## src/hdl/seg14_pkg.sv

```systemverilog
// seg14_pkg: shared types and constants of the 14-segment text entry display
// edit commands, payload structs of both channels and the font lookup result
// no dependencies
`default_nettype none

package seg14_pkg;

  localparam int NumDigitsDef = 5;
  localparam int NumSegments  = 14;
  localparam int OutDigits    = 5;

  typedef logic [NumSegments-1:0] seg14_seg_t;

  typedef enum logic [2:0] {
    CMD_CHAR      = 3'd0,
    CMD_BACKSPACE = 3'd1,
    CMD_DELETE    = 3'd2,
    CMD_LEFT      = 3'd3,
    CMD_RIGHT     = 3'd4
  } seg14_cmd_e;

  typedef struct packed {
    logic [2:0] cmd;
    logic [7:0] key_char;
  } seg14_in_t;

  typedef struct packed {
    logic [NumSegments-1:0] digit0_segments;
    logic [NumSegments-1:0] digit1_segments;
    logic [NumSegments-1:0] digit2_segments;
    logic [NumSegments-1:0] digit3_segments;
    logic [NumSegments-1:0] digit4_segments;
    logic [2:0]             cursor_position;
    logic                   char_found;
  } seg14_out_t;

  typedef struct packed {
    logic       found;
    seg14_seg_t pattern;
  } seg14_glyph_t;

endpackage

`default_nettype wire

```

## src/hdl/segment14_text_entry_display.sv

```systemverilog
// segment14_text_entry_display: top level with input register and result register
// depends on seg14_pkg, seg14_font and seg14_editor
//
// Takes one edit event (character, backspace, delete, left, right) per clock
// and returns one result per event: all five digit patterns, the cursor and
// the font match flag after that event. Throughput is one event per cycle
// while the output does not stall; each event passes through the input
// register and then the result register, with the font lookup and the
// cursor/digit update between them. A stall on the output holds the result
// register and backs up into the input register; the editor state only
// advances when an event moves into the result register.
`default_nettype none

module segment14_text_entry_display #(
  parameter int NUM_DIGITS = seg14_pkg::NumDigitsDef
) (
  input  wire logic              clk_i,
  input  wire logic              rst_ni,
  input  wire logic              in_valid_i,
  output logic                   in_stall_o,
  input  wire seg14_pkg::seg14_in_t in_data_i,
  output logic                   out_valid_o,
  input  wire logic              out_stall_i,
  output seg14_pkg::seg14_out_t  out_data_o
);
  import seg14_pkg::*;

  logic         in_valid_q, out_valid_q, adv, fire;
  seg14_in_t    in_q;
  seg14_out_t   out_q, res;
  seg14_glyph_t glyph;

  assign adv        = !out_valid_q || !out_stall_i;
  assign fire       = in_valid_q && adv;
  assign in_stall_o = in_valid_q && !adv;

  always_ff @(posedge clk_i or negedge rst_ni) begin
    if (!rst_ni) begin
      in_valid_q <= 1'b0;
    end else if (!in_stall_o) begin
      in_valid_q <= in_valid_i;
    end
  end

  always_ff @(posedge clk_i) begin
    if (in_valid_i && !in_stall_o) begin
      in_q <= in_data_i;
    end
  end

  seg14_font u_font (
    .key_char_i (in_q.key_char),
    .glyph_o    (glyph)
  );

  seg14_editor #(
    .NUM_DIGITS (NUM_DIGITS)
  ) u_editor (
    .clk_i   (clk_i),
    .rst_ni  (rst_ni),
    .fire_i  (fire),
    .in_i    (in_q),
    .glyph_i (glyph),
    .res_o   (res)
  );

  always_ff @(posedge clk_i or negedge rst_ni) begin
    if (!rst_ni) begin
      out_valid_q <= 1'b0;
    end else if (adv) begin
      out_valid_q <= in_valid_q;
    end
  end

  always_ff @(posedge clk_i) begin
    if (fire) begin
      out_q <= res;
    end
  end

  assign out_valid_o = out_valid_q;
  assign out_data_o  = out_q;

endmodule

`default_nettype wire

```

## src/hdl/seg14_font.sv

```systemverilog
// seg14_font: case folding and font table lookup for one character code
// depends on seg14_pkg
`default_nettype none

module seg14_font (
  input  wire logic [7:0]             key_char_i,
  output seg14_pkg::seg14_glyph_t     glyph_o
);
  import seg14_pkg::*;

  localparam logic [7:0] CaseOffset = 8'h20;

  logic [7:0] code;

  always_comb begin
    code = key_char_i;
    if (key_char_i >= "A" && key_char_i <= "Z") begin
      code = key_char_i + CaseOffset;
    end
  end

  always_comb begin
    glyph_o.found = 1'b1;
    case (code)
      " ": glyph_o.pattern = 14'h0000;
      "a": glyph_o.pattern = 14'h11E3;
      "b": glyph_o.pattern = 14'h34A9;
      "c": glyph_o.pattern = 14'h2103;
      "d": glyph_o.pattern = 14'h3429;
      "e": glyph_o.pattern = 14'h2143;
      "f": glyph_o.pattern = 14'h0143;
      "g": glyph_o.pattern = 14'h3183;
      "h": glyph_o.pattern = 14'h11E2;
      "i": glyph_o.pattern = 14'h2409;
      "j": glyph_o.pattern = 14'h1821;
      "k": glyph_o.pattern = 14'h0952;
      "l": glyph_o.pattern = 14'h2102;
      "m": glyph_o.pattern = 14'h1136;
      "n": glyph_o.pattern = 14'h1926;
      "o": glyph_o.pattern = 14'h3123;
      "p": glyph_o.pattern = 14'h01E3;
      "q": glyph_o.pattern = 14'h3923;
      "r": glyph_o.pattern = 14'h09E3;
      "s": glyph_o.pattern = 14'h30C3;
      "t": glyph_o.pattern = 14'h0409;
      "u": glyph_o.pattern = 14'h3122;
      "v": glyph_o.pattern = 14'h0312;
      "w": glyph_o.pattern = 14'h1B22;
      "x": glyph_o.pattern = 14'h0A14;
      "y": glyph_o.pattern = 14'h0214;
      "z": glyph_o.pattern = 14'h2211;
      "0": glyph_o.pattern = 14'h3333;
      "1": glyph_o.pattern = 14'h0408;
      "2": glyph_o.pattern = 14'h22A1;
      "3": glyph_o.pattern = 14'h3091;
      "4": glyph_o.pattern = 14'h04CA;
      "5": glyph_o.pattern = 14'h2843;
      "6": glyph_o.pattern = 14'h31C3;
      "7": glyph_o.pattern = 14'h0211;
      "8": glyph_o.pattern = 14'h31E3;
      "9": glyph_o.pattern = 14'h30E3;
      "-": glyph_o.pattern = 14'h00C0;
      "+": glyph_o.pattern = 14'h04C8;
      "%": glyph_o.pattern = 14'h1AD6;
      default: begin
        glyph_o.found   = 1'b0;
        glyph_o.pattern = '0;
      end
    endcase
  end

endmodule

`default_nettype wire

```

## src/hdl/seg14_editor.sv

```systemverilog
// seg14_editor: cursor and digit pattern registers with the edit command logic
// depends on seg14_pkg; takes the glyph from seg14_font
`default_nettype none

module seg14_editor #(
  parameter int NUM_DIGITS = seg14_pkg::NumDigitsDef
) (
  input  wire logic                   clk_i,
  input  wire logic                   rst_ni,
  input  wire logic                   fire_i,
  input  wire seg14_pkg::seg14_in_t    in_i,
  input  wire seg14_pkg::seg14_glyph_t glyph_i,
  output seg14_pkg::seg14_out_t       res_o
);
  import seg14_pkg::*;

  localparam int CW  = $clog2(NUM_DIGITS + 1);
  localparam int CXW = (CW > 3) ? CW : 3;
  localparam logic [CW-1:0] CurEnd  = CW'(NUM_DIGITS);
  localparam logic [CW-1:0] CurLast = CW'(NUM_DIGITS - 1);

  logic [CW-1:0]  cursor_q, cursor_d;
  logic [CW-1:0]  cur_dec, cur_right, wr_idx;
  logic [CW:0]    cur_inc;
  logic [CXW-1:0] cur_x;
  logic           wr_en, found;
  seg14_seg_t     wr_val;
  seg14_seg_t     digit_q [NUM_DIGITS];
  seg14_seg_t     digit_d [NUM_DIGITS];
  seg14_seg_t     res_dig [OutDigits];

  always_comb begin
    cur_dec   = (cursor_q != '0) ? cursor_q - CW'(1) : '0;
    cur_inc   = {1'b0, cursor_q} + (CW+1)'(1);
    cur_right = (cur_inc < {1'b0, CurLast}) ? cur_inc[CW-1:0] : CurLast;
  end

  always_comb begin
    cursor_d = cursor_q;
    wr_en    = 1'b0;
    wr_idx   = cursor_q;
    wr_val   = '0;
    found    = 1'b0;
    unique case (seg14_cmd_e'(in_i.cmd))
      CMD_CHAR: begin
        if (glyph_i.found) begin
          found = 1'b1;
          if (cursor_q < CurEnd) begin
            wr_en    = 1'b1;
            wr_val   = glyph_i.pattern;
            cursor_d = cursor_q + CW'(1);
          end
        end
      end
      CMD_BACKSPACE: begin
        cursor_d = cur_dec;
        wr_en    = 1'b1;
        wr_idx   = cur_dec;
      end
      CMD_DELETE: begin
        wr_en = (cursor_q < CurEnd);
      end
      CMD_LEFT:  cursor_d = cur_dec;
      CMD_RIGHT: cursor_d = cur_right;
      default: ;
    endcase
  end

  always_comb begin
    for (int i = 0; i < NUM_DIGITS; i++) begin
      digit_d[i] = (wr_en && wr_idx == CW'(i)) ? wr_val : digit_q[i];
    end
  end

  always_ff @(posedge clk_i or negedge rst_ni) begin
    if (!rst_ni) begin
      cursor_q <= '0;
      for (int i = 0; i < NUM_DIGITS; i++) begin
        digit_q[i] <= '0;
      end
    end else if (fire_i) begin
      cursor_q <= cursor_d;
      for (int i = 0; i < NUM_DIGITS; i++) begin
        digit_q[i] <= digit_d[i];
      end
    end
  end

  // digits past the configured count read as blank
  for (genvar k = 0; k < OutDigits; k++) begin : g_res
    if (k < NUM_DIGITS) begin : g_used
      assign res_dig[k] = digit_d[k];
    end else begin : g_blank
      assign res_dig[k] = '0;
    end
  end

  assign cur_x = CXW'(cursor_d);

  always_comb begin
    res_o.digit0_segments = res_dig[0];
    res_o.digit1_segments = res_dig[1];
    res_o.digit2_segments = res_dig[2];
    res_o.digit3_segments = res_dig[3];
    res_o.digit4_segments = res_dig[4];
    res_o.cursor_position = cur_x[2:0];
    res_o.char_found      = found;
  end

  a_cursor_range: assert property (@(posedge clk_i) disable iff (!rst_ni)
    cursor_q <= CurEnd)
    else $error("cursor beyond end position");

  a_idle_hold: assert property (@(posedge clk_i) disable iff (!rst_ni)
    !fire_i |=> $stable(cursor_q))
    else $error("cursor moved without a transfer");

  a_unknown_char: assert property (@(posedge clk_i) disable iff (!rst_ni)
    fire_i && in_i.cmd == CMD_CHAR && !glyph_i.found |=> $stable(cursor_q))
    else $error("unknown character moved the cursor");

  a_found_only_char: assert property (@(posedge clk_i) disable iff (!rst_ni)
    res_o.char_found |-> in_i.cmd == CMD_CHAR)
    else $error("match flag on a non-character command");

  a_right_bound: assert property (@(posedge clk_i) disable iff (!rst_ni)
    fire_i && in_i.cmd == CMD_RIGHT |=> cursor_q <= CurLast)
    else $error("cursor right passed the last digit");

endmodule

`default_nettype wire
```

## config.mk

```make
export PLATFORM = sky130hd
export DESIGN_NAME = segment14_text_entry_display
export DESIGN_NICKNAME = d
export VERILOG_FILES = /design/src/hdl/seg14_pkg.sv /design/src/hdl/segment14_text_entry_display.sv /design/src/hdl/seg14_font.sv /design/src/hdl/seg14_editor.sv
export SDC_FILE = /design/constraint.sdc
export NUM_CORES = 1
export LEC_CHECK = 0
export ABC_AREA = 1
export BUFFER_PORTS_ARGS = -buffer_cell sky130_fd_sc_hd__buf_2
export CAP_MARGIN = 0
export CORE_ASPECT_RATIO = 0.6
export CORE_MARGIN = 5
export CORE_UTILIZATION = 35
export CTS_CLUSTER_DIAMETER = 200
export DETAILED_ROUTE_END_ITERATION = 10
export PLACE_DENSITY = 0.56
export SKIP_CTS_REPAIR_TIMING = 1
export SLEW_MARGIN = 0
export SYNTH_ARGS = -nofsm -noshare
export SYNTH_HDL_FRONTEND = slang
export SYNTH_SLANG_ARGS = --single-unit
```

## constraint.sdc

```tcl
create_clock -name clk_i -period 4.7 [get_ports clk_i]
set_input_delay 0.235 -clock clk_i [delete_from_list [all_inputs] [get_ports clk_i]]
set_output_delay 0.235 -clock clk_i [all_outputs]
set_load 0.01 [all_outputs]
```

==> results of run 1 <==
-- power breakdown --
group	leakage, nW	total [mW]	switching (mW)	internal [mW]
Clock	0.270	1.36	0.570	0.794
Sequential	1.83	2.13	0.187	1.94
Combinational	2.72	1.53	0.978	0.556
Total	4.82	5.03	1.74	3.29
-- worst max-delay path, delay by kind of cell, from the launching register on --
family	cells	cell delay, ns
buffers and inverters	1	0.43
AND/OR/NAND/NOR	13	2.50
flip-flops	1	0.53
-- final cells by class --
type | instances | area [µm²] | share of cell area [%]
Clock buffer | 22 | 454.2 | 4.584
Clock inverter | 10 | 112.6 | 1.137
Sequential cell | 160 | 4429 | 44.70
Multi-Input combinational cell | 672 | 3440 | 34.71
Tap cell | 322 | 402.9 | 4.066
Timing Repair Buffer | 113 | 665.6 | 6.718
Inverter | 107 | 404.1 | 4.079
-- synthesized netlist by cell type, types with 2 or more instances --
cell type  instances  area (µm²)
a211oi_1           2       15.01
and2_1            60       375.4
buf_1              7       26.28
buf_2              3       15.01
buf_4              7       52.55
buf_8              5       75.07
clkbuf_1          14       52.55
dfrtp_1           75        1877
edfxtp_1          85        2552
ha_1               5       62.56
inv_1            100       375.4
inv_2              7       26.28
nand2_1          313        1175
nand2_2            6       37.54
nand2_4            3       33.78
nand3_1          108       540.5
nand3_2           52       520.5
nand4_1           12       75.07
nor2_1            52       195.2
nor2_2             4       25.02
nor2_4             2       22.52
nor3_1            14       70.07
nor3b_1            2       15.01
o211ai_1           5       37.54
o21ai_0           13       65.06
o22ai_1            2       12.51
o41ai_1            4       35.03
-- metal layers --
metal | share of wire (%) | wire length [µm] | up-vias
met3 | 8.4 | 1950 | 17
met2 | 39 | 9048 | 249
li1 | - | - | 3361
met1 | 52 | 12130 | 3133
met4 | 0.82 | 192 | 0
met5 | 0 | 0 | -
-- registers in the layout, summed over array words and instances, names as in the netlist --
register           flops
u_editor.digit_q      70
in_q                  11
out_data_o            74
out_valid_o            1
in_valid_q             1
u_editor.cursor_q      3
-- logic make-up (layout without fill, tap and decap cells) --
logic type               count (synthesis)  in the layout  share of synthesized area (%)
flip-flops                             160            160                          52.01
adder cells (fa/ha/maj)                  5              5                         0.7346
buffers and inverters                  145            252                          7.684
XOR/XNOR                                 2              2                         0.2057
AND/OR/NAND/NOR                        634            634                          36.98
AO/OA/AOI/OAI                           31             31                          2.380
-- how the worst max path moves through the flow --
stage / startpoint / endpoint / slack (ns)
final: in_q[0] / out_data_o[73] / 0.95
after global routing: in_q[0] / out_data_o[16] / 0.67
after CTS: in_q[0] / out_data_o[73] / 0.96
after detailed placement: in_q[0] / out_data_o[73] / 0.97
after global placement: in_q[0] / out_data_o[73] / 1.02
after floorplan: out_valid_o / out_data_o[0] / 1.13
-- stage by stage --
stage / cells / instance area, µm² / setup WS, ns / util, %
6_report: 1406 / 9908 / 0.9453 / 41.18
4_1_cts: 1395 / 9798 / 0.9619 / 40.73
2_1_floorplan: 977 / 8516 / 1.128 / -
3_5_place_dp: 1363 / 9231 / 0.9664 / 38.37
3_3_place_gp: 1363 / 9231 / 1.016 / 38.37
5_1_grt: 1406 / 9908 / 0.6741 / 41.18
==> out/results.tsv, run 1 <==
metric	value	unit
status	finished, violations left	
violations	hold timing	
fillers	2404	
fin_crit_sh	79.89	%
max_freq	0.2663	GHz
clk-insertion-delay-late	0.44	ns
drv_slew	0	
core	24060	µm²
grt_pass1_wl	36710	µm
layout_common_cells	nand2_1 (312), nand3_1 (108), inv_1 (99), buf_2 (89), edfxtp_1 (85)	
p_leak	4.821	nW
gp_congestion	0.9515	
r2r-end	out_data_o[73]	
vias	6760	
tns	0	ns
port_buffers	90	
grt_max_degree	82	
min_period	3.755	ns
cpPeakStageDelay	0.53	ns
postRouteAntennaNets	0	
avgSynthCellArea	8.716	µm²
cp_max_fo	32	
grt-busiest-layer	met1	
grtUsageMet3	5.225	%
via_per_inst	4.808	
ys_ff_latch	160	
root_buffer	clkbuf_16	
htreeDepth	4	
rr_worst_depth	14	
drt_iter0_drc	553	
grtUsageMet2	22.99	%
cts_tree	built	
track_usage	17.35	%
yosysSeqAreaShare	52.01	%
drive_above_1_share	19.46	%
row_count	44	
layout_commonest_cell	nand2_1	
synth_cell_type_count	42	
die_h	130.8	µm
grt_pass1_vias	6336	
cts.sinks	160	
antenna_found_initial	0	
synth_edf_count	85	
die_w	211.4	µm
nets	1091	
total_power	5.027	mW
die_area	27650	µm²
async_reset_ff_share	46.88	%
cts_buffer_depth	2	
ys_warn_count	0	
dp_hpwl	15960	µm
critPathCaptureType	flop	
irDropWorstVdd	262.8	µV
r2r-start	in_q[0]	
wirelength	23320	µm
slowest_stage	edfxtp_1	
ff2ff_setup_slack	0.95	ns
synth_nets	997	
ys.flop_type	edfxtp_1	
skew	0.01202	ns
drc	0	
worstSetupPathType	reg2reg	
clkTransAtPathRegs	0.06	ns
rsz0062_at_grt	false	
syn_to_final_growth	16.35	%
ioPinCount	91	
hold_viol_final	20	
setup_viol	0	
startpoint_type	flop	
max-slew-margin-rel	29.90	%
routedWlPerCell	16.59	µm
crit_chain	nor2_1 -> nand3_1 -> nand4_1 -> nand2_2 -> nor3_4 -> nand2_1 -> nand3_1 -> nor2_1 -> nand3_4 -> nand3_2 -> nand2_4 -> buf_4 -> nand3_2 -> and2_1	
dr.pass1.iters	7	
grt.overflow.total	0	
syn-cell-area	8516	µm²
cts_buffers	17	
hold_ws	-0.04127	ns
power.density	507.4	nW/µm²
required	4.88	ns
start_util	35.40	%
arrival	3.94	ns
cap_violations	0	
hold_class	in2async	
grt_util_met1	27.41	%
diodes	0	
worstMarginPinSlew	1.052	ns
syn_inst	977	
Note: power is estimated with default switching activity, not from simulation.
==> inputs of run 2 (changes only) <==
==> constraint.sdc (replaced) <==
create_clock -name clk_i -period 3.9 [get_ports clk_i]
set_input_delay 0.195 -clock clk_i [delete_from_list [all_inputs] [get_ports clk_i]]
set_output_delay 0.195 -clock clk_i [all_outputs]
set_load 0.01 [all_outputs]
==> out/results.tsv, run 2 (same netlist as run 1, synthesis figures left out) <==
metric	value	unit	change
layout_commonest_cell	nand2_1		
cts.sinks	160		unchanged
worstSetupPathType	reg2reg		
rsz0062_at_grt	false		
antenna_found_initial	0		unchanged
core	24060	µm²	unchanged
top_layer_used	met4		
drc	0		unchanged
skew	0.01169	ns	-0.0003260 ns
power.density	612.3	nW/µm²	+21%
root_buffer	clkbuf_16		
fin_crit_sh	90.05	%	+10 points
die_w	211.4	µm	unchanged
clkTransAtPathRegs	0.06	ns	about the same
layout_common_cells	nand2_1 (312), nand3_1 (108), inv_1 (99), buf_2 (89), edfxtp_1 (85)		
row_count	44		unchanged
diodes	0		unchanged
cts_buffers	17		unchanged
port_buffers	90		unchanged
largest_reg_flops	74		unchanged
routedWlPerCell	16.82	µm	+1.4%
die_area	27650	µm²	unchanged
grt.overflow.total	0		unchanged
drt_iter0_drc	551		-0.36%
irDropWorstVdd	373.4	µV	+42%
cap_violations	0		unchanged
pre_cts_slack	0.4523	ns	-0.5140 ns
total_power	6.128	mW	+22%
hold_ws	0.006525	ns	+0.04780 ns
place_inst	1373		+0.73%
setup_ws	0.3880	ns	-0.5573 ns
grt_pass1_wl	36480	µm	-0.62%
layoutNonFillerInstCount	1417		+0.78%
drive_above_1_share	20.09	%	+0.63 points
arrival	3.68	ns	-0.26 ns
wirelength	23840	µm	+2.2%
dp_hpwl	16690	µm	+4.6%
start_util	35.40	%	unchanged
vias	6811		+0.75%
wl_met2	9203	µm	+1.7%
grt_max_degree	74		-9.8%
clk-insertion-delay-late	0.43	ns	about the same
max-slew-margin-rel	44.15	%	+14 points
syn_to_final_growth	17.53	%	
critPathCaptureType	flop		
tns	0	ns	unchanged
postRouteAntennaNets	0		unchanged
grt_pass1_vias	6270		-1.0%
nets	1102		+1.0%
startpoint_type	flop		
cp_max_fo	23		-28%
max_freq	0.2847	GHz	+6.9%
die_h	130.8	µm	unchanged
setup_viol	0		unchanged
gp_congestion	0.9071		-4.7%
htreeDepth	4		unchanged
cts_tree	built		
hold_class	in2reg		
ioPinCount	91		unchanged
met3_length	1761	µm	-9.7%
track_usage	17.29	%	-0.062 points
worstMarginPinSlew	0.8378	ns	-0.2138 ns
cts_buffer_depth	2		unchanged
min_period	3.512	ns	-0.2427 ns
dr.pass1.iters	5		-2
m1WireLength	12620	µm	+4.1%
hold_viol_final	0		-100%
drv_slew	0		unchanged
status	finished, final reports clean		
via_per_inst	4.807		about the same
required	4.07	ns	-0.81 ns
p_leak	4.883	nW	+1.3%
run 2: cell types whose count changed in the layout (fill, tap and decap cells not counted), sizes merged:
cell / before / now
clkinv: 4 / 6
bufinv: 2 / 3
clkinvlp: 3 / 2
dlygate4sd3: 11 / 12
inv: 108 / 107
clkbuf: 22 / 21
buf: 102 / 112
run 2: area by class of cell:
cell class              instances  area (µm²)
fillers                      2355       14050
flip-flops and latches        160        4429
multi-input cells             672        3440
repair buffers                124       750.7
clock buffers                  21       440.4
inverters                     107       404.1
well taps                     322       402.9
clock inverters                11       141.4
run 2: power breakdown:
| group | internal [mW] | switching (mW) |
|---|---|---|
| clock network | 1.00 | 0.687 |
| registers | 2.34 | 0.230 |
| logic | 0.679 | 1.19 |
run 2: metal layers:
layer / vias to the layer above / GRT usage (%)
met3: 17 / 5.249
met4: 0 / 3.293
met5: - / 0
li1: 3386 / -
met1: 3181 / 27.69
met2: 227 / 22.62
run 2: metrics by stage:
step,util [%],area [µm²]
after floorplan,-,8516
after global placement,38.68,9306
after detailed placement,38.68,9306
after CTS,41.10,9888
after global routing,41.60,10010
final,41.60,10010
run 2: critical path, cell delays in order (launching register included):
cell and delay [ns]:
edfxtp_1 0.54, nor2_1 0.21, nand3_1 0.16, nand4_1 0.14
nand2_2 0.13, nor3_4 0.42, nand2_1 0.21, nand3_1 0.16
nor2_1 0.08, nand3_4 0.13, nand3_2 0.10, nand2_4 0.30
nand2_1 0.41, nand2_1 0.16, nand2_1 0.09
run 2: path summary, 6_finish.rpt:
| kind | end | slack [ns] | startpoint | cells after the start |
|---|---|---|---|---|
| min in group asynchronous | u_editor.digit_q[43] | 0.34 | rst_ni | 2 |
| min reg2reg | u_editor.digit_q[49] | 0.48 | u_editor.digit_q[49] | 2 |
| max in group asynchronous | u_editor.digit_q[69] | 2.65 | rst_ni | 3 |
| min | in_valid_q | 0.007 | in_valid_i | 3 |
| max reg2reg | out_data_o[63] | 0.39 | in_q[0] | 14 |
| max | out_data_o[63] | 0.39 | in_q[0] | 14 |
